--- src/rtl/kvm_pkg.sv ---
// ----------------------------------------------------------------------------
// kvm_pkg: shared types for the key/value table
// Sequencer states, command and status codes, and memory write controls.
// ----------------------------------------------------------------------------
package kvm_pkg;

   typedef enum logic [1:0] {
      ST_IDLE,
      ST_SEARCH,
      ST_RESPOND
   } state_type;

   typedef enum logic {
      CMD_WRITE = 1'b0,
      CMD_READ  = 1'b1
   } cmd_type;

   typedef enum logic [1:0] {
      STATUS_HIT       = 2'd0,
      STATUS_INSERTED  = 2'd1,
      STATUS_NOT_FOUND = 2'd2,
      STATUS_FULL      = 2'd3
   } status_type;

   typedef struct packed {
      logic key_we;
      logic value_we;
   } mem_ctl_type;

endpackage

--- src/rtl/key_value_map_linear_search.sv ---
// A request is accepted in idle and walks the stored entries in the search
// state with the single key comparator fed from one memory read port, then
// waits in the respond state until the response register is free. No new
// request is accepted until the last one has been loaded into that register.
// Reset clears the entry count and the control state; the memories keep
// their contents, and entries beyond the count are never compared.
// ----------------------------------------------------------------------------
// key_value_map_linear_search: bounded key/value table with linear search
// Entries are kept in insertion order. A write updates a matching entry, else
// appends one if room is left; a read hit returns the value with found status.
// ----------------------------------------------------------------------------
module key_value_map_linear_search #(
   parameter int TABLE_DEPTH = 16,
   parameter int KEY_BITS    = 32,
   parameter int VALUE_BITS  = 32,
   localparam int IDX_BITS   = $clog2(TABLE_DEPTH),
   localparam int CNT_BITS   = $clog2(TABLE_DEPTH + 1)
) (
   input  logic                    clock,
   input  logic                    reset,
   input  logic                    req_valid,
   output logic                    req_ready,
   input  logic                    req_cmd,
   input  logic [KEY_BITS-1:0]     req_key,
   input  logic [VALUE_BITS-1:0]   req_value,
   output logic                    rsp_valid,
   input  logic                    rsp_ready,
   output logic [1:0]              rsp_status,
   output logic [VALUE_BITS-1:0]   rsp_read_value,
   output logic [CNT_BITS-1:0]     rsp_entry_count
);

   // Memory interface between the sequencer and the storage arrays.
   kvm_pkg::mem_ctl_type  mem_ctl;
   logic [IDX_BITS-1:0]   rd_addr;
   logic [IDX_BITS-1:0]   wr_addr;
   logic [KEY_BITS-1:0]   wr_key;
   logic [VALUE_BITS-1:0] wr_value;
   logic [KEY_BITS-1:0]   key_rd;
   logic [VALUE_BITS-1:0] value_rd;

   // Finished result from the sequencer, loaded into the response register.
   logic                  out_free;
   logic                  res_load;
   kvm_pkg::status_type   res_status;
   logic [VALUE_BITS-1:0] res_value;
   logic [CNT_BITS-1:0]   res_count;

   // Response register: holds one result until the consumer takes it, so
   // the sequencer can go back to idle and accept the next request.
   logic                  rsp_valid_ff, rsp_valid_in;
   logic [1:0]            rsp_status_ff;
   logic [VALUE_BITS-1:0] rsp_read_value_ff;
   logic [CNT_BITS-1:0]   rsp_entry_count_ff;

   kvm_store #(
      .TABLE_DEPTH (TABLE_DEPTH),
      .KEY_BITS    (KEY_BITS),
      .VALUE_BITS  (VALUE_BITS)
   ) u_store (
      .clock    (clock),
      .mem_ctl  (mem_ctl),
      .wr_addr  (wr_addr),
      .wr_key   (wr_key),
      .wr_value (wr_value),
      .rd_addr  (rd_addr),
      .key_rd   (key_rd),
      .value_rd (value_rd)
   );

   kvm_ctrl #(
      .TABLE_DEPTH (TABLE_DEPTH),
      .KEY_BITS    (KEY_BITS),
      .VALUE_BITS  (VALUE_BITS)
   ) u_ctrl (
      .clock      (clock),
      .reset      (reset),
      .req_valid  (req_valid),
      .req_ready  (req_ready),
      .req_cmd    (req_cmd),
      .req_key    (req_key),
      .req_value  (req_value),
      .key_rd     (key_rd),
      .value_rd   (value_rd),
      .rd_addr    (rd_addr),
      .wr_addr    (wr_addr),
      .wr_key     (wr_key),
      .wr_value   (wr_value),
      .mem_ctl    (mem_ctl),
      .out_free   (out_free),
      .res_load   (res_load),
      .res_status (res_status),
      .res_value  (res_value),
      .res_count  (res_count)
   );

   // The register is free when empty or when its result leaves this cycle.
   assign out_free = !rsp_valid_ff || rsp_ready;

   always_comb begin
      rsp_valid_in = rsp_valid_ff;
      if (res_load) begin
         rsp_valid_in = 1'b1;
      end else if (rsp_ready) begin
         rsp_valid_in = 1'b0;
      end
   end

   always_ff @(posedge clock) begin
      if (reset) begin
         rsp_valid_ff <= 1'b0;
      end else begin
         rsp_valid_ff <= rsp_valid_in;
      end
   end

   always_ff @(posedge clock) begin
      if (res_load) begin
         rsp_status_ff      <= res_status;
         rsp_read_value_ff  <= res_value;
         rsp_entry_count_ff <= res_count;
      end
   end

   assign rsp_valid       = rsp_valid_ff;
   assign rsp_status      = rsp_status_ff;
   assign rsp_read_value  = rsp_read_value_ff;
   assign rsp_entry_count = rsp_entry_count_ff;

   // A new result never overwrites one that has not been taken.
   a_no_overwrite: assert property (@(posedge clock) disable iff (reset)
      res_load |-> (!rsp_valid_ff || rsp_ready))
      else $error("response register overwritten while occupied");

   // The reported count never exceeds the table depth.
   a_count_bound: assert property (@(posedge clock) disable iff (reset)
      rsp_valid_ff |-> (rsp_entry_count_ff <= CNT_BITS'(TABLE_DEPTH)))
      else $error("entry count above table depth");

endmodule

--- src/rtl/kvm_store.sv ---
// ----------------------------------------------------------------------------
// kvm_store: key and value memories
// One write port and one registered read port, shared address for both arrays.
// ----------------------------------------------------------------------------
module kvm_store #(
   parameter int TABLE_DEPTH = 16,
   parameter int KEY_BITS    = 32,
   parameter int VALUE_BITS  = 32,
   localparam int IDX_BITS   = $clog2(TABLE_DEPTH)
) (
   input  logic                    clock,
   input  kvm_pkg::mem_ctl_type    mem_ctl,
   input  logic [IDX_BITS-1:0]     wr_addr,
   input  logic [KEY_BITS-1:0]     wr_key,
   input  logic [VALUE_BITS-1:0]   wr_value,
   input  logic [IDX_BITS-1:0]     rd_addr,
   output logic [KEY_BITS-1:0]     key_rd,
   output logic [VALUE_BITS-1:0]   value_rd
);

   logic [KEY_BITS-1:0]   key_mem   [TABLE_DEPTH];
   logic [VALUE_BITS-1:0] value_mem [TABLE_DEPTH];
   logic [KEY_BITS-1:0]   key_rd_ff;
   logic [VALUE_BITS-1:0] value_rd_ff;

   always_ff @(posedge clock) begin
      if (mem_ctl.key_we) begin
         key_mem[wr_addr] <= wr_key;
      end
      key_rd_ff <= key_mem[rd_addr];
   end

   always_ff @(posedge clock) begin
      if (mem_ctl.value_we) begin
         value_mem[wr_addr] <= wr_value;
      end
      value_rd_ff <= value_mem[rd_addr];
   end

   assign key_rd   = key_rd_ff;
   assign value_rd = value_rd_ff;

endmodule

--- src/rtl/kvm_ctrl.sv ---
// ----------------------------------------------------------------------------
// kvm_ctrl: search sequencer and key comparator
// Walks the stored entries one per cycle, then updates, appends or answers.
// ----------------------------------------------------------------------------
module kvm_ctrl #(
   parameter int TABLE_DEPTH = 16,
   parameter int KEY_BITS    = 32,
   parameter int VALUE_BITS  = 32,
   localparam int IDX_BITS   = $clog2(TABLE_DEPTH),
   localparam int CNT_BITS   = $clog2(TABLE_DEPTH + 1)
) (
   input  logic                    clock,
   input  logic                    reset,
   input  logic                    req_valid,
   output logic                    req_ready,
   input  logic                    req_cmd,
   input  logic [KEY_BITS-1:0]     req_key,
   input  logic [VALUE_BITS-1:0]   req_value,
   input  logic [KEY_BITS-1:0]     key_rd,
   input  logic [VALUE_BITS-1:0]   value_rd,
   output logic [IDX_BITS-1:0]     rd_addr,
   output logic [IDX_BITS-1:0]     wr_addr,
   output logic [KEY_BITS-1:0]     wr_key,
   output logic [VALUE_BITS-1:0]   wr_value,
   output kvm_pkg::mem_ctl_type    mem_ctl,
   input  logic                    out_free,
   output logic                    res_load,
   output kvm_pkg::status_type     res_status,
   output logic [VALUE_BITS-1:0]   res_value,
   output logic [CNT_BITS-1:0]     res_count
);

   kvm_pkg::state_type  state_ff, state_in;
   kvm_pkg::cmd_type    cmd_ff, cmd_in;
   logic [KEY_BITS-1:0]   key_ff, key_in;
   logic [VALUE_BITS-1:0] value_ff, value_in;
   logic [CNT_BITS-1:0]   idx_ff, idx_in;
   logic                  pend_ff, pend_in;
   logic [IDX_BITS-1:0]   pend_idx_ff, pend_idx_in;
   logic [CNT_BITS-1:0]   count_ff, count_in;
   kvm_pkg::status_type   res_status_ff, res_status_in;
   logic [VALUE_BITS-1:0] res_value_ff, res_value_in;

   logic accept;
   logic issue;
   logic hit;
   logic done;
   logic has_room;

   // A read is in flight for pend_idx_ff; its key is compared this cycle.
   assign accept   = req_valid && req_ready;
   assign issue    = (idx_ff < count_ff);
   assign hit      = pend_ff && (key_rd == key_ff);
   assign done     = (state_ff == kvm_pkg::ST_SEARCH) && (hit || !issue);
   assign has_room = (count_ff != CNT_BITS'(TABLE_DEPTH));

   always_comb begin
      state_in = state_ff;
      case (state_ff)
         kvm_pkg::ST_IDLE: begin
            if (req_valid) begin
               state_in = kvm_pkg::ST_SEARCH;
            end
         end
         kvm_pkg::ST_SEARCH: begin
            if (done) begin
               state_in = kvm_pkg::ST_RESPOND;
            end
         end
         kvm_pkg::ST_RESPOND: begin
            if (out_free) begin
               state_in = kvm_pkg::ST_IDLE;
            end
         end
         default: begin
            state_in = kvm_pkg::ST_IDLE;
         end
      endcase
   end

   always_comb begin
      req_ready = 1'b0;
      res_load  = 1'b0;
      mem_ctl   = '0;
      rd_addr   = idx_ff[IDX_BITS-1:0];
      wr_addr   = pend_idx_ff;
      wr_key    = key_ff;
      wr_value  = value_ff;
      case (state_ff)
         kvm_pkg::ST_IDLE: begin
            req_ready = 1'b1;
         end
         kvm_pkg::ST_SEARCH: begin
            if (done && (cmd_ff == kvm_pkg::CMD_WRITE)) begin
               if (hit) begin
                  mem_ctl.value_we = 1'b1;
               end else if (has_room) begin
                  mem_ctl.key_we   = 1'b1;
                  mem_ctl.value_we = 1'b1;
                  wr_addr          = count_ff[IDX_BITS-1:0];
               end
            end
         end
         kvm_pkg::ST_RESPOND: begin
            res_load = out_free;
         end
         default: begin
            req_ready = 1'b0;
         end
      endcase
   end

   always_comb begin
      cmd_in        = cmd_ff;
      key_in        = key_ff;
      value_in      = value_ff;
      idx_in        = idx_ff;
      pend_in       = pend_ff;
      pend_idx_in   = pend_idx_ff;
      count_in      = count_ff;
      res_status_in = res_status_ff;
      res_value_in  = res_value_ff;
      if (accept) begin
         cmd_in   = kvm_pkg::cmd_type'(req_cmd);
         key_in   = req_key;
         value_in = req_value;
         idx_in   = '0;
         pend_in  = 1'b0;
      end
      if (state_ff == kvm_pkg::ST_SEARCH) begin
         idx_in      = idx_ff + CNT_BITS'(issue);
         pend_in     = issue;
         pend_idx_in = idx_ff[IDX_BITS-1:0];
      end
      if (done) begin
         res_value_in = '0;
         if (cmd_ff == kvm_pkg::CMD_READ) begin
            if (hit) begin
               res_status_in = kvm_pkg::STATUS_HIT;
               res_value_in  = value_rd;
            end else begin
               res_status_in = kvm_pkg::STATUS_NOT_FOUND;
            end
         end else if (hit) begin
            res_status_in = kvm_pkg::STATUS_HIT;
         end else if (has_room) begin
            res_status_in = kvm_pkg::STATUS_INSERTED;
            count_in      = count_ff + 1'b1;
         end else begin
            res_status_in = kvm_pkg::STATUS_FULL;
         end
      end
   end

   always_ff @(posedge clock) begin
      if (reset) begin
         state_ff <= kvm_pkg::ST_IDLE;
         count_ff <= '0;
         pend_ff  <= 1'b0;
      end else begin
         state_ff <= state_in;
         count_ff <= count_in;
         pend_ff  <= pend_in;
      end
   end

   always_ff @(posedge clock) begin
      cmd_ff        <= cmd_in;
      key_ff        <= key_in;
      value_ff      <= value_in;
      idx_ff        <= idx_in;
      pend_idx_ff   <= pend_idx_in;
      res_status_ff <= res_status_in;
      res_value_ff  <= res_value_in;
   end

   assign res_status = res_status_ff;
   assign res_value  = res_value_ff;
   assign res_count  = count_ff;

   // Memory writes happen only at the end of a write request's search.
   a_write_in_search: assert property (@(posedge clock) disable iff (reset)
      (mem_ctl.key_we || mem_ctl.value_we) |->
         (state_ff == kvm_pkg::ST_SEARCH) && (cmd_ff == kvm_pkg::CMD_WRITE))
      else $error("table written outside a write search");

   // A new key is appended only on a miss with room left.
   a_append_on_miss: assert property (@(posedge clock) disable iff (reset)
      mem_ctl.key_we |-> (!hit && has_room && mem_ctl.value_we))
      else $error("key appended on a hit or into a full table");

   // The entry count only ever grows by one.
   a_count_step: assert property (@(posedge clock) disable iff (reset)
      (!$past(reset) && !$stable(count_ff)) |->
         (count_ff == CNT_BITS'($past(count_ff) + 1'b1)))
      else $error("entry count changed by other than one");

endmodule
--- config.mk ---
export PLATFORM = sky130hd
export DESIGN_NAME = key_value_map_linear_search
export DESIGN_NICKNAME = d
export VERILOG_FILES = /design/src/rtl/kvm_pkg.sv /design/src/rtl/key_value_map_linear_search.sv /design/src/rtl/kvm_store.sv /design/src/rtl/kvm_ctrl.sv
export SDC_FILE = /design/constraint.sdc
export NUM_CORES = 1
export LEC_CHECK = 0
export BUFFER_PORTS_ARGS = -buffer_cell sky130_fd_sc_hd__buf_2
export CAP_MARGIN = 20
export CORE_ASPECT_RATIO = 1.25
export CORE_MARGIN = 1.5
export CORE_UTILIZATION = 62
export DETAILED_ROUTE_END_ITERATION = 6
export HOLD_SLACK_MARGIN = 0.06
export PLACE_DENSITY_LB_ADDON = 0.2
export SYNTH_ARGS = -nofsm -noshare
export SYNTH_HDL_FRONTEND = slang
export SYNTH_SLANG_ARGS = --single-unit
--- constraint.sdc ---
create_clock -name clock -period 7.7 [get_ports clock]
set_input_delay 1.155 -clock clock [delete_from_list [all_inputs] [get_ports clock]]
set_output_delay 1.155 -clock clock [all_outputs]
set_load 0.05 [all_outputs]
Word level (Yosys, flattened, before mapping)
Memory sizes are Yosys's and may differ from the RTL's. A register that Yosys moved wholly into a read port is not among the register bits.
Index checks and enable logic that the tools add are counted.
- word-level logic and storage cells: 71
- bits in writable memories: 1024
- bits in registers: 156
- memories: 2
- mux-type cells: 29
- add/sub/neg operators: 2
- equality and inequality tests: 7
- reduce and logical (&&, ||, !) cells: 14
- magnitude comparators: 1
- bitwise logic cells: 2
- memory list (name ; depth ; bits a word ; read ports ; clocked after memory_dff ; write ports ; line ; RTL):
    u_store.key_mem ; 16 ; 32 ; 1 ; 1 ; 1 ; kvm_store.sv:21 ; logic [KEY_BITS-1:0] key_mem [TABLE_DEPTH];
    u_store.value_mem ; 16 ; 32 ; 1 ; 1 ; 1 ; kvm_store.sv:22 ; logic [VALUE_BITS-1:0] value_mem [TABLE_DEPTH];
- operators by type and width (kind ; count):
    $eq 32x32->1 ; 1
    $mux 2 ; 10
    $mux 4 ; 4
    $mux 1 ; 12
    $mux 5 ; 2
    $pmux 2 s3 ; 1
    $add 5x1->5 ; 1
    $add 5x1->5 const B ; 1
    $lt 5x5->1 ; 1
    $ne 5x5->1 const B ; 1
    $logic_and 1x1->1 ; 4
    $ne 2x1->1 const B ; 2
    $reduce_and 4->1 ; 1
    $reduce_bool 2->1 ; 2
    $reduce_and 3->1 ; 1
    $eq 2x1->1 const B ; 1
    $eq 2x2->1 const B ; 1
    $logic_not 1->1 ; 2
    $logic_not 2->1 ; 1
    $logic_or 1x1->1 ; 2
    $ne 2x2->1 const B ; 1
    $not 1->1 ; 2
    $reduce_and 2->1 ; 1

Logic depth before layout (Yosys ltp)
Gate-level depths: netlist of the first run.
- depth after elaboration: 9
- mapped depth: 12

Cells and area by module
A second synthesis of the first run with hierarchy kept.
- cell total of the unflattened synthesis: 2007
- area, all modules: 45478.6 sq um
- by module, submodules not included (module ; cells each ; times used ; area each (sq um)):
    kvm_store ; 1672 ; 1 ; 39658.0
    kvm_ctrl ; 292 ; 1 ; 4603.2
    key_value_map_linear_search ; 43 ; 1 ; 1217.4

Least setup slack after synthesis of the first run
No wires, ideal clock.
- path kind: reg-to-reg
- from: register u_ctrl.count_ff[1] (netlist: u_ctrl.res_count[1])
- to: memory u_store.key_mem[12][0], enable pin
- data required time: 7199 ps
- cell stages (with the launch flop): 11
- arrival: 5159 ps
- setup slack: 2040 ps
- path buffers: 2
- cells stage by stage: dfxtp_1 clkbuf_1 inv_1 ha_1 a31oi_1 o21ai_2 inv_1 nor2_1 nand2_1 buf_2 nor4_1
- word-level cells in the longest chain between the ends: 9
- RTL lines (item ; line ; RTL):
    start: declaration ; kvm_ctrl.sv:40 ; logic [CNT_BITS-1:0] count_ff, count_in;
    start signal: assignment ; kvm_ctrl.sv:162 ; count_ff <= count_in;
    $lt 5x5->1 ; kvm_ctrl.sv:52 ; assign issue = (idx_ff < count_ff);
    $logic_not 1->1 ; kvm_ctrl.sv:54 ; assign done = (state_ff == kvm_pkg::ST_SEARCH) && (hit || !issue);
    $logic_or 1x1->1 ; kvm_ctrl.sv:54 ;
    $logic_and 1x1->1 ; kvm_ctrl.sv:54 ;
    $logic_and 1x1->1 ; kvm_ctrl.sv:94 ; if (done && (cmd_ff == kvm_pkg::CMD_WRITE)) begin
    $mux 2 ; kvm_ctrl.sv:94 ;
    $mux 2 ; kvm_ctrl.sv:89 ; case (state_ff)
    $mux 1 ; kvm_store.sv:27 ; if (mem_ctl.key_we) begin
    $mux 1 (implied by the code) ; kvm_store.sv:28 ; key_mem[wr_addr] <= wr_key;
    end: declaration ; kvm_store.sv:21 ;
Parallel ways exist; a longest one is shown, timed or not.

Worst setup path in the final report of the first run
- from: register u_ctrl.key_ff[24] (netlist: u_ctrl.wr_key[24])
- to: memory u_store.key_mem[6][21], enable pin
- word-level cells in the longest chain between the ends: 9
- RTL lines (item ; line ; RTL):
    start: declaration ; kvm_ctrl.sv:35 ; logic [KEY_BITS-1:0] key_ff, key_in;
    start signal: assignment ; kvm_ctrl.sv:169 ; key_ff <= key_in;
    $eq 32x32->1 (*) ; kvm_ctrl.sv:53 ; assign hit = pend_ff && (key_rd == key_ff);
    $logic_and 1x1->1 (*) ; kvm_ctrl.sv:53 ;
    $logic_or 1x1->1 ; kvm_ctrl.sv:54 ;
    $logic_and 1x1->1 ; kvm_ctrl.sv:54 ;
    $logic_and 1x1->1 ; kvm_ctrl.sv:94 ;
    $mux 2 ; kvm_ctrl.sv:94 ;
    $mux 2 ; kvm_ctrl.sv:89 ;
    $mux 1 ; kvm_store.sv:27 ;
    $mux 1 (implied by the code) ; kvm_store.sv:28 ;
Every way passes the cells marked *; elsewhere a longest branch is shown, timed or not.

==> results.txt, run 1 <==
The initial cell density of the core came out at ~62%. The floorplan step set the die width to ~250 µm. The filler cell count in the final layout is 4,244. The flow ran to the end, and the final reports show no timing, DRC or antenna violations. The final critical-path required period is about 4500 ps.

The synthesized netlist devotes between 1.5 and 2% of its cell area to simple gates. The clock net in this run drives a total of around 1.2k sinks. The post-synthesis share of cell area spent on xor and xnor gates came out at less than 1%. The starting DRC count in detailed routing is 1,949.

The synthesized netlist devotes less than 1% of its cell area to compound gates. The final estimated routing congestion in global placement is 0.7899. The ratio of cells with drive above 1 in the final layout came out at between 30% and 40%. STA classifies the critical path startpoint as a register. The instance count of the mapped netlist came out at between 1.5k and 2k. The total of buffers placed on input and output ports is roughly 110. The largest fanout on the critical path came out at 19. The iteration count of the initial detailed-routing pass is 5.

The clock tree from TritonCTS is built. For this run the aggregate overflow at the end of global routing stands at 0. The classification of the worst setup path is reg2reg.

The final number of hold-violating endpoints is 0. The total number of yosys warnings is 0. Setup repair after global routing left no endpoint under its margin.

The leading cell type in the layout, fill and taps excluded is sky130_fd_sc_hd__edfxtp_1. The fraction of synthesized area in multiplexers came out at between 10% and 20%. The synthesized design spends more area on one cell type than any other, namely sky130_fd_sc_hd__edfxtp_1. The number of antenna violations at the first check in global routing is 4.

After legalization and detailed placement, the total HPWL measured roughly 48,000 µm. By area, the combinational part of the netlist is dominated by multiplexers. Clock tree synthesis selected as its root buffer the cell sky130_fd_sc_hd__clkbuf_16. The overall via count from detail_route came out at 20.04k. The H-tree was split into 3 levels. The number of nets handed over by synthesis was 1,940. The data required time at the worst endpoint is about 8000 ps. The power per cell area came out at around 290 nW/µm². The via count of the first global-routing pass came to ~21k. After clock tree synthesis, the flow added hold-fix buffers numbering 0. The max-capacitance violation count is 0. The area of the core is around 73,000 µm². Summing every instance area after synthesis gives ~46,000 µm². The count of final setup violators is 0.

The top cell types in the final layout, fill and taps aside, are 1,171 x sky130_fd_sc_hd__edfxtp_1, 320 x sky130_fd_sc_hd__mux4_2, 114 x sky130_fd_sc_hd__clkbuf_16. Measured along the y axis, the die boundary spans 306.3 µm. The layout-stage area growth over the synthesis result is 13.06%. The maximum buffer depth of the clock tree came out at 3. The worst clock skew on the final layout came out at around 29 ps.

The pin count of the biggest net entering global routing came out at around 130. The headroom to the max-slew limit is 26.64%. The first global-routing pass estimated 139,400 µm of wire.

The post-cts resize count came out at 0. Buffers inserted during clock tree synthesis total 110. For this run, the post-layout net count is roughly 2.1k. The clock latency on the worst-skew pair came out at 690 ps.

At the pin with the least slew margin, the transition time is between 1000 and 1500 ps. After synthesis, the cell types taking the most area are sky130_fd_sc_hd__edfxtp_1 77%, sky130_fd_sc_hd__mux4_2 16%, sky130_fd_sc_hd__dfxtp_1 3.2%. The finished layout holds just over 3k standard cells, fillers aside. The share of the synthesized area in the top cell type is 77.05%. The maximum operating frequency is ~0.22 GHz.

The worst register-to-register path begins at u_ctrl.wr_key[24]. The total die area is 75,260 µm². After clock tree synthesis, the setup repair step added 0 buffers. The total routed wirelength came out at roughly 95,000 µm. Summing the areas of all fa, ha and maj instances in the mapped netlist gives less than 1% of the synthesized area.

The number of nets with antenna violations after detailed routing came out at 0. The element type at the critical path end is a register. The leakage power of the design came out at between 15 and 20 nW. The capture point of the worst reg-to-reg path is u_store.key_mem[6][21]. The number of different library cells used by synthesis comes to 38. The post-detailed-route wirelength per cell is just over 30 µm. The path class of the tightest hold or removal check is reg2reg.

After synthesis the netlist holds a flip-flop and latch count of ~1.2k. The number of primary I/O pins is 110. The endpoint arrival time on the critical path came out at around 4800 ps. The number of placement rows came out at 111. The register-to-register setup slack is ~3200 ps.

The count of final max-slew check failures is 0. In the final timing run, aggregate negative setup slack is 0 ps. The worst hold path begins at u_ctrl.res_value[2]. The final core utilization came out at between 70 and 80%.

The routed via count divided by cell count came out at roughly 6.4. The critical path startpoint is u_ctrl.wr_key[24]. The final critical-path share of the clock period is 58.47%. After clock tree synthesis, the clock-pin slew on the worst setup and hold paths is ~60 ps. The number of design rule violations left after detail routing is 0. The worst-case reg-to-reg path depth is 8.

The worst hold path passes through 0 cells. The average cell area after synthesis is approximately 24 µm². The share of synthesized area occupied by flip-flops and latches is 80.25%. The overall fraction of global-route tracks in use came out at 26.01%. The number of cells in the design after placement is between 2k and 3k.

The end point of the most critical hold path is rsp_read_value[2]. IR analysis of the VDD net gives a maximum drop of roughly 330 µV.
-- critical path: stages (launching register included) --
cell and delay [ps]:
sky130_fd_sc_hd__edfxtp_1 610, sky130_fd_sc_hd__xnor2_1 450, sky130_fd_sc_hd__nand4_1 280, sky130_fd_sc_hd__nor4_4 520, sky130_fd_sc_hd__a311oi_4 260, sky130_fd_sc_hd__and2_4 260
sky130_fd_sc_hd__o32a_4 440, sky130_fd_sc_hd__nor3_4 800, sky130_fd_sc_hd__buf_4 520
-- how the worst max path moves through the flow --
stage,to,cells after the start
2_1_floorplan,u_store.key_mem[12][0],10
3_3_place_gp,u_store.key_mem[6][26],8
3_5_place_dp,u_store.key_mem[6][22],8
4_1_cts,u_store.key_mem[6][21],8
5_1_grt,u_store.key_mem[6][21],8
6_report,u_store.key_mem[6][21],8
-- per-layer routing --
metal	global-route usage, %	part of all wire (%)
met5	0	0.014
met4	9.131	3.2
met3	4.210	6.5
met2	43.54	52
met1	35.25	39
-- sequential cells by signal, indices dropped and copies added, names as in the netlist, 4 cells and up --
signal,flops
u_ctrl.wr_key,32
rsp_entry_count,5
u_ctrl.res_count,5
u_store.key_mem,512
u_store.value_rd,32
u_ctrl.res_value,32
rsp_read_value,32
u_ctrl.pend_idx_ff,4
u_store.key_rd,32
u_ctrl.idx_ff,5
u_store.value_mem,512
u_ctrl.wr_value,32
-- cell usage after synthesis (all sizes together) --
library cell,count
ha,8
mux4,320
nand3,6
o21ai,2
and3,1
a21oi,5
buf,32
a311oi,2
nor4,6
nor3,16
edfxtp,1171
o32a,1
and2,36
nor2b,1
a21o,2
nand2b,6
o22a,1
nor2,34
clkbuf,49
a31oi,6
o21a,1
inv,11
or2,1
dfxtp,73
xnor2,32
or4b,1
nand4,7
or3,3
nand2,16
mux2i,6
xor2,6
or4,1
-- power breakdown --
part / switching, W / internal [W] / total, W
combinational: 0.000668 / 0.000667 / 0.00133
clock: 0.00236 / 0.00341 / 0.00577
sequential: 0.000175 / 0.00765 / 0.00782
total: 0.00321 / 0.0117 / 0.0149
-- cells by family (layout without fill, tap and decap cells) --
kind of cell             Yosys count  after routing
AO/OA/AOI/OAI                     20             20
XOR/XNOR                          38             38
adder cells (fa/ha/maj)            8              8
buffers and inverters             92            378
flip-flops                      1244           1244
multiplexers                     326            326
other                              0              4
AND/OR/NAND/NOR                  135            135
-- metrics by stage --
step | worst slack [ps] | power [W] | cell area, µm² | hold slack [ps]
after floorplan | 2040 | 0.008900 | 45640 | 400.3
after global placement | 3380 | 0.009269 | 47650 | 401.3
after detailed placement | 3204 | 0.009300 | 47650 | 404.5
after CTS | 3160 | 0.01503 | 51530 | 419.2
after global routing | 3050 | 0.01536 | 51590 | 422.4
final | 3198 | 0.01493 | 51600 | 417.5
-- area by class of cell --
cell class	instances	area [µm²]	area share (%)
diodes	4	10.01	0.01940
clock buffers	155	3167	6.137
clock inverters	53	708.2	1.372
inverters	11	42.54	0.08244
multi-input cells	527	8860	17.17
flip-flops and latches	1244	36630	70.98
well taps	960	1201	2.328
repair buffers	159	985.9	1.911
Note: power is estimated with default switching activity, not from simulation.
==> inputs of run 2 (changes only) <==
- clock period: 7.7 -> 4.4 ns (I/O delays scaled with it)
==> results.txt, run 2 (synthesized netlist as in run 1, its figures left out) <==
The number of nets in the final layout came out at ~2.2k. The final worst hold slack came out at between 150 and 200 ps. The worst pin sits at a relative slew slack of about 25%.

In the routed layout, each cell is associated on average with a via count of between 6 and 7. The element type at the critical path end is a register. Dividing the detail-routed wire length by the instance count gives 30.77 µm. Traced cell by cell, the critical path runs through inv_1, ha_1, a31oi_1, o21ai_2, inv_1, or4_1, mux2i_1, nand2_1, buf_4, nor2_4, buf_12. The worst setup path is of the reg2reg kind. The endpoint arrival time on the critical path is 4180 ps.

Once the floorplan was initialized, standard cells occupied a little over three fifths of the core. The worst setup path is launched from a register. The final critical-path required period is about 3800 ps. In this run the static leakage power is about 17 nW. The number of primary I/O pins is 110.

Setup repair after global routing left no endpoint under its margin. Max-cap violations in this run came to 0. The overall fraction of global-route tracks in use came out at 26.62%.

Global routing finished with a remaining overflow of 0. The count of final max-slew check failures came out at 0. The overall via count from detail_route is around 20k. Overall power consumption after layout is estimated at 0.02581 W.

The library cell used most frequently in the layout, excluding fill and tap cells, is sky130_fd_sc_hd__edfxtp_1. The clock sink count is roughly 1.2k. The routed design has just under 100,000 µm of wire. The fraction of power consumed by sequential logic is a little over half. The total area inside the core boundary comes to around 73,000 µm². The final core utilization is 71.09%.

The sum of net half-perimeters after detailed placement is between 50,000 and 60,000 µm. The starting DRC count in detailed routing is between 2k and 2.5k. The buffer and inverter count on the worst path is 4. The ratio of cells with drive above 1 in the final layout is about 33%. At the end of routability-driven placement, the weighted congestion stood at between 0.8 and 0.9. Per report_power, the clock group accounts for 37.5% of the total. The count of final setup violators came out at 0. The register clock-pin slew on the reported worst setup and hold paths came out at 60 ps. The post-cts resize count came out at 0. The fraction of power consumed by combinational cells is a little under a tenth. The share of total power consumed by net switching is 22.07%. The number of CTS-inserted buffers is 111.

The first TritonRoute pass finished after 5 iterations. The largest fanout on the critical path came out at 21. The first global-routing pass estimated 142,200 µm of wire. TritonCTS built the clock tree. The number of antenna diodes is 0. The pin count of the biggest net entering global routing is 147.

The largest registers in the layout are u_store.key_mem x512, u_store.value_mem x512. The finished layout holds ~3.1k standard cells, fillers aside. For the worst-skew pair, the clock arrives at the later sink with an insertion delay of 670 ps. Relative to the synthesized area, the layout overhead comes to 13.78%. The pin slew with the least headroom to its limit came out at around 1100 ps.

The number of nets with antenna violations after detailed routing is 0. The number of H-tree levels came out at 3. Leaving out fill and tap cells, the most frequent cells in the layout are 1,171 x sky130_fd_sc_hd__edfxtp_1, 320 x sky130_fd_sc_hd__mux4_2, 115 x sky130_fd_sc_hd__clkbuf_16.

The final critical-path share of the clock period is 86.69%. On the critical path the largest part of the delay comes from simple AND/OR/NAND/NOR gates. In this run the post-CTS setup repair buffer count came out at 0. Internal power comes to just over 0.02 W.

In the final timing run, aggregate negative setup slack is 0 ps. Including well taps, the total number of placed cells is roughly 3k. The data required time at the worst endpoint is between 4000 and 5000 ps. The floorplan step defined a die boundary enclosing 75,260 µm².

The number of antenna violations at the first check in global routing is 0. The via count of the first global-routing pass is approximately 21k. The final number of hold-violating endpoints is 0. The run finished with clean final reports. The die is ~250 µm wide. The maximum buffer depth of the clock tree came out at 3.

The maximum operating frequency is around 0.26 GHz. Hold repair after CTS inserted 0 buffers. The root buffer cell chosen for the clock tree is sky130_fd_sc_hd__clkbuf_16.

The largest individual stage delay along the critical path comes from the cell sky130_fd_sc_hd__dfxtp_1. The total of buffers placed on input and output ports came out at around 110. In the routed design, unresolved DRC markers number 0. The worst hold path belongs to the class in2reg. The clock arrives with around 28 ps of skew. The worst supply voltage drop on vdd came out at about 360 µV. For this design the total switching power over the nets is roughly 0.0057 W. The delay of the slowest critical-path stage came out at 710 ps. The die extent in y came out at between 300 and 400 µm. The cell repeated most along the worst path is sky130_fd_sc_hd__inv_1.

Power spread over the standard cell area amounts to 496.9 nW/µm². The number of placement rows came out at 111.
## run 2: worst register-to-register path, delay by kind of cell, from the launching register on
kind                     cells  cell delay, ps
AND/OR/NAND/NOR              3            1020
buffers and inverters        4             840
flip-flops                   1             710
AO/OA/AOI/OAI                2             430
adder cells (fa/ha/maj)      1             330
multiplexers                 1             160
## run 2: cell type report
class                           instances  area, µm²
Inverter                               11      43.79
Tap cell                              960       1201
Clock inverter                         50      452.9
Timing Repair Buffer                  190       1461
Sequential cell                      1244      36630
Clock buffer                          160       3247
Multi-Input combinational cell        527       8900
Fill cell                            4204      21120
## run 2: metrics by stage
stage          worst slack, ps  area (µm²)
4_1_cts                  529.5       51920
2_1_floorplan            -1123       45670
3_5_place_dp             559.8       48220
6_report                 585.6       51930
5_1_grt                  350.4       51930
3_3_place_gp             561.3       48140
## run 2: power groups by stage
stage | logic [W] | registers (W) | clock network (W)
after global routing | 0.00262 | 0.0137 | 0.0102
after detailed placement | 0.00250 | 0.0139 | 0
after CTS | 0.00252 | 0.0137 | 0.00980
after global placement | 0.00247 | 0.0139 | 0
after floorplan | 0.00171 | 0.0139 | 0
final | 0.00247 | 0.0137 | 0.00967
## run 2: worst paths after layout
path | start | endpoint | slack (ps) | cells after the start
worst min register to register | u_ctrl.res_value[21] | rsp_read_value[21] | 420 | 0
worst max-delay path | u_ctrl.res_count[1] | u_store.value_mem[0][1] | 590 | 11
worst max register to register | u_ctrl.res_count[1] | u_store.value_mem[0][1] | 590 | 11
worst min-delay path | req_value[18] | u_ctrl.wr_value[18] | 160 | 1
## run 2: layer usage
layer	global-route usage (%)	routed length (µm)
met4	8.261	2651
met2	44.53	50180
met3	3.624	6924
met5	0	0
met1	37.14	36920
==> inputs of run 3 (changes only) <==
- CORE_UTILIZATION: 62 -> 65
- clock period: 4.4 -> 4.9 ns (I/O delays scaled with it)
==> results.txt, run 3 (synthesized netlist as in run 1, its figures left out) <==
The die covers between 70,000 and 80,000 µm². The via count of the first global-routing pass came to between 20k and 25k. The core region is 69,460 µm².

The pin slew with the least headroom to its limit is approximately 1200 ps. In this run the most critical hold path is launched from req_value[14]. The number of H-tree levels is 3.

The post-cts resize count came out at 0. The register-to-register setup slack is approximately 600 ps. The final number of hold-violating endpoints is 0. The buffer and inverter count on the worst path came out at 1. The total routed wirelength is ~97,000 µm.

The leakage power of the design is between 15 and 20 nW. The run finished with clean final reports. For the worst setup path, the data arrival time is ~4600 ps. The initial cell density of the core came out at between 60 and 70%. The total setup buffers inserted after CTS came out at 0. Along the worst path, the maximum fanout reaches 24. The overall via count from detail_route came out at 20.21k.

The fraction of power consumed by sequential logic is a little over half. Entering global routing, the biggest net connects 186 pins. In the routed design, unresolved DRC markers number 0. Hold is met by about 230 ps. The element type at the critical path end is a register. In this run the worst hold path is classified as in2reg. The placement-stage worst setup slack is 639.2 ps.

Setup repair after global routing left no endpoint under its margin. The maximum buffer depth of the clock tree is 3. Buffers placed on the I/O ports in this run total 109. The die is roughly 300 µm tall. The tool flagged a number of max-cap violations equal to 0. The proportion of power drawn by the clock network is 38.1%. The critical path in this run is classified as reg2reg. The routed design could run at a clock period as short as approximately 4300 ps. CTS saw about 1.2k sinks. The worst supply voltage drop on vdd came out at around 500 µV.

The fraction of power consumed by combinational cells is under 10%. The final estimated routing congestion in global placement is roughly 0.79. The gate family responsible for the most delay along the worst path is simple AND/OR/NAND/NOR gates.

The power per cell area is approximately 450 nW/µm². On the final layout, the worst clock skew is 33.65 ps. The signal on the critical path passes through xor2_1, nor4_1, and3_1, a311oi_4, and2_4, nand3_1, nor3_2, buf_4. The starting DRC count in detailed routing came out at approximately 2.1k. The count of cell instances traversed by the critical path came out at 8. Measured against its own limit, the worst slew margin works out to between 20 and 25%. For hold timing, the worst endpoint is u_ctrl.wr_value[14].

The layout-stage area growth over the synthesis result is 13.13%. The switching power summed over all nets is ~0.0051 W. The startpoint identified for the worst register-to-register timing path is u_ctrl.wr_key[23].

The number of placement rows came out at ~110. The worst-case reg-to-reg path depth came out at 8. The routed via count divided by cell count came out at around 6.5. The share of total power consumed by net switching is between 20% and 30%. The count of hold buffers inserted by post-cts repair came out at 0. The number of instances on the worst hold path is 1. The endpoint identified for the worst register-to-register timing path is u_store.key_mem[13][16]. In the final layout, the registers with the most flip-flops are u_store.key_mem x512, u_store.value_mem x512. The total overflow left after global routing is 0. The number of primary I/O pins came out at 110. Leaving out fill and tap cells, the most frequent cells in the layout are 1,171 x sky130_fd_sc_hd__edfxtp_1, 320 x sky130_fd_sc_hd__mux4_2, 111 x sky130_fd_sc_hd__clkbuf_16. The leading cell type in the layout, fill and taps excluded is sky130_fd_sc_hd__edfxtp_1. The maximum operating frequency is approximately 0.23 GHz.

The iteration count of the initial detailed-routing pass is 5. The filler cell count in the final layout came out at 3,741. Of the available clock period, the critical path in the final layout requires between 80 and 90%. The first global-routing pass estimated approximately 140,000 µm of wire.

The total internal power is 0.01821 W. STA puts the critical path data required time at between 5000 and 6000 ps. The count of final max-slew check failures was 0. The worst path setup slack after routing is 603.9 ps.

The detail route stage leaves a number of antenna-violating nets equal to 0. Setup violations remaining at the end of the flow were counted as 0. The width of the die is roughly 240 µm. The master of the slowest instance on the critical path is sky130_fd_sc_hd__nor3_2. The overall fraction of global-route tracks in use is between 20% and 30%. The post-detailed-route wirelength per cell is about 31 µm. Of the cells placed in the final design, the portion with a size suffix greater than 1 is roughly a third. The number of nets in the final layout came out at approximately 2.1k. The clock tree from TritonCTS is built.

For the worst-skew pair, the clock arrives at the later sink with an insertion delay of 680 ps. The sum of net half-perimeters after detailed placement came out at approximately 49,000 µm. The register clock-pin slew on the reported worst setup and hold paths came out at 60 ps. The delay of the slowest critical-path stage is between 900 and 1000 ps. The number of antenna violations at the first check in global routing came to 0. The kind of start point of the critical path is a register. The number of CTS-inserted buffers came out at ~110. The cell sitting at the root of the clock tree is a sky130_fd_sc_hd__clkbuf_16.
## run 3: stage by stage
step                area, µm²  utilization (%)  TNS [ps]  instances  total power, W
floorplan               45650                -    -39890       1863         0.01399
global placement        47850            68.89         0       2889         0.01460
detailed placement      47850            68.89         0       2889         0.01464
CTS                     51600            74.30         0       3096         0.02345
global route            51630            74.34         0       3097         0.02395
finish                  51630            74.34         0       3098         0.02331
## run 3: worst max path at each step
stage / slack (ps) / from / end
finish: 600 / u_ctrl.wr_key[23] / u_store.key_mem[13][16]
global route: 410 / u_ctrl.wr_key[5] / u_store.key_mem[13][29]
CTS: 600 / u_ctrl.wr_key[23] / u_store.key_mem[13][29]
detailed placement: 640 / u_ctrl.wr_key[23] / u_store.key_mem[13][23]
global placement: 770 / u_ctrl.wr_key[23] / u_store.key_mem[13][26]
floorplan: -620 / u_ctrl.res_count[1] / u_store.key_mem[0][0]
## run 3: power groups by stage
stage	Combinational, W	Clock [W]	Sequential [W]
floorplan	0.00153	0	0.0125
CTS	0.00216	0.00899	0.0123
detailed placement	0.00213	0	0.0125
global route	0.00225	0.00938	0.0123
global placement	0.00212	0	0.0125
finish	0.00213	0.00889	0.0123
## run 3: routing by layer
layer	track usage, %	up-vias	wire length [µm]
met3	3.545	207	6449
met4	9.733	0	3325
li1	-	8279	-
met2	48.14	956	51680
met5	0	-	0
met1	36.64	10770	35370
## run 3: cell type report
| cell class | count | area, µm² | area share [%] |
|---|---|---|---|
| Antenna cell | 1 | 2.502 | 0.004846 |
| Clock buffer | 135 | 2958 | 5.728 |
| Clock inverter | 72 | 795.8 | 1.541 |
| Inverter | 11 | 43.79 | 0.08481 |
| Multi-Input combinational cell | 527 | 8869 | 17.18 |
| Sequential cell | 1244 | 36630 | 70.93 |
| Tap cell | 935 | 1170 | 2.266 |
| Timing Repair Buffer | 173 | 1171 | 2.268 |
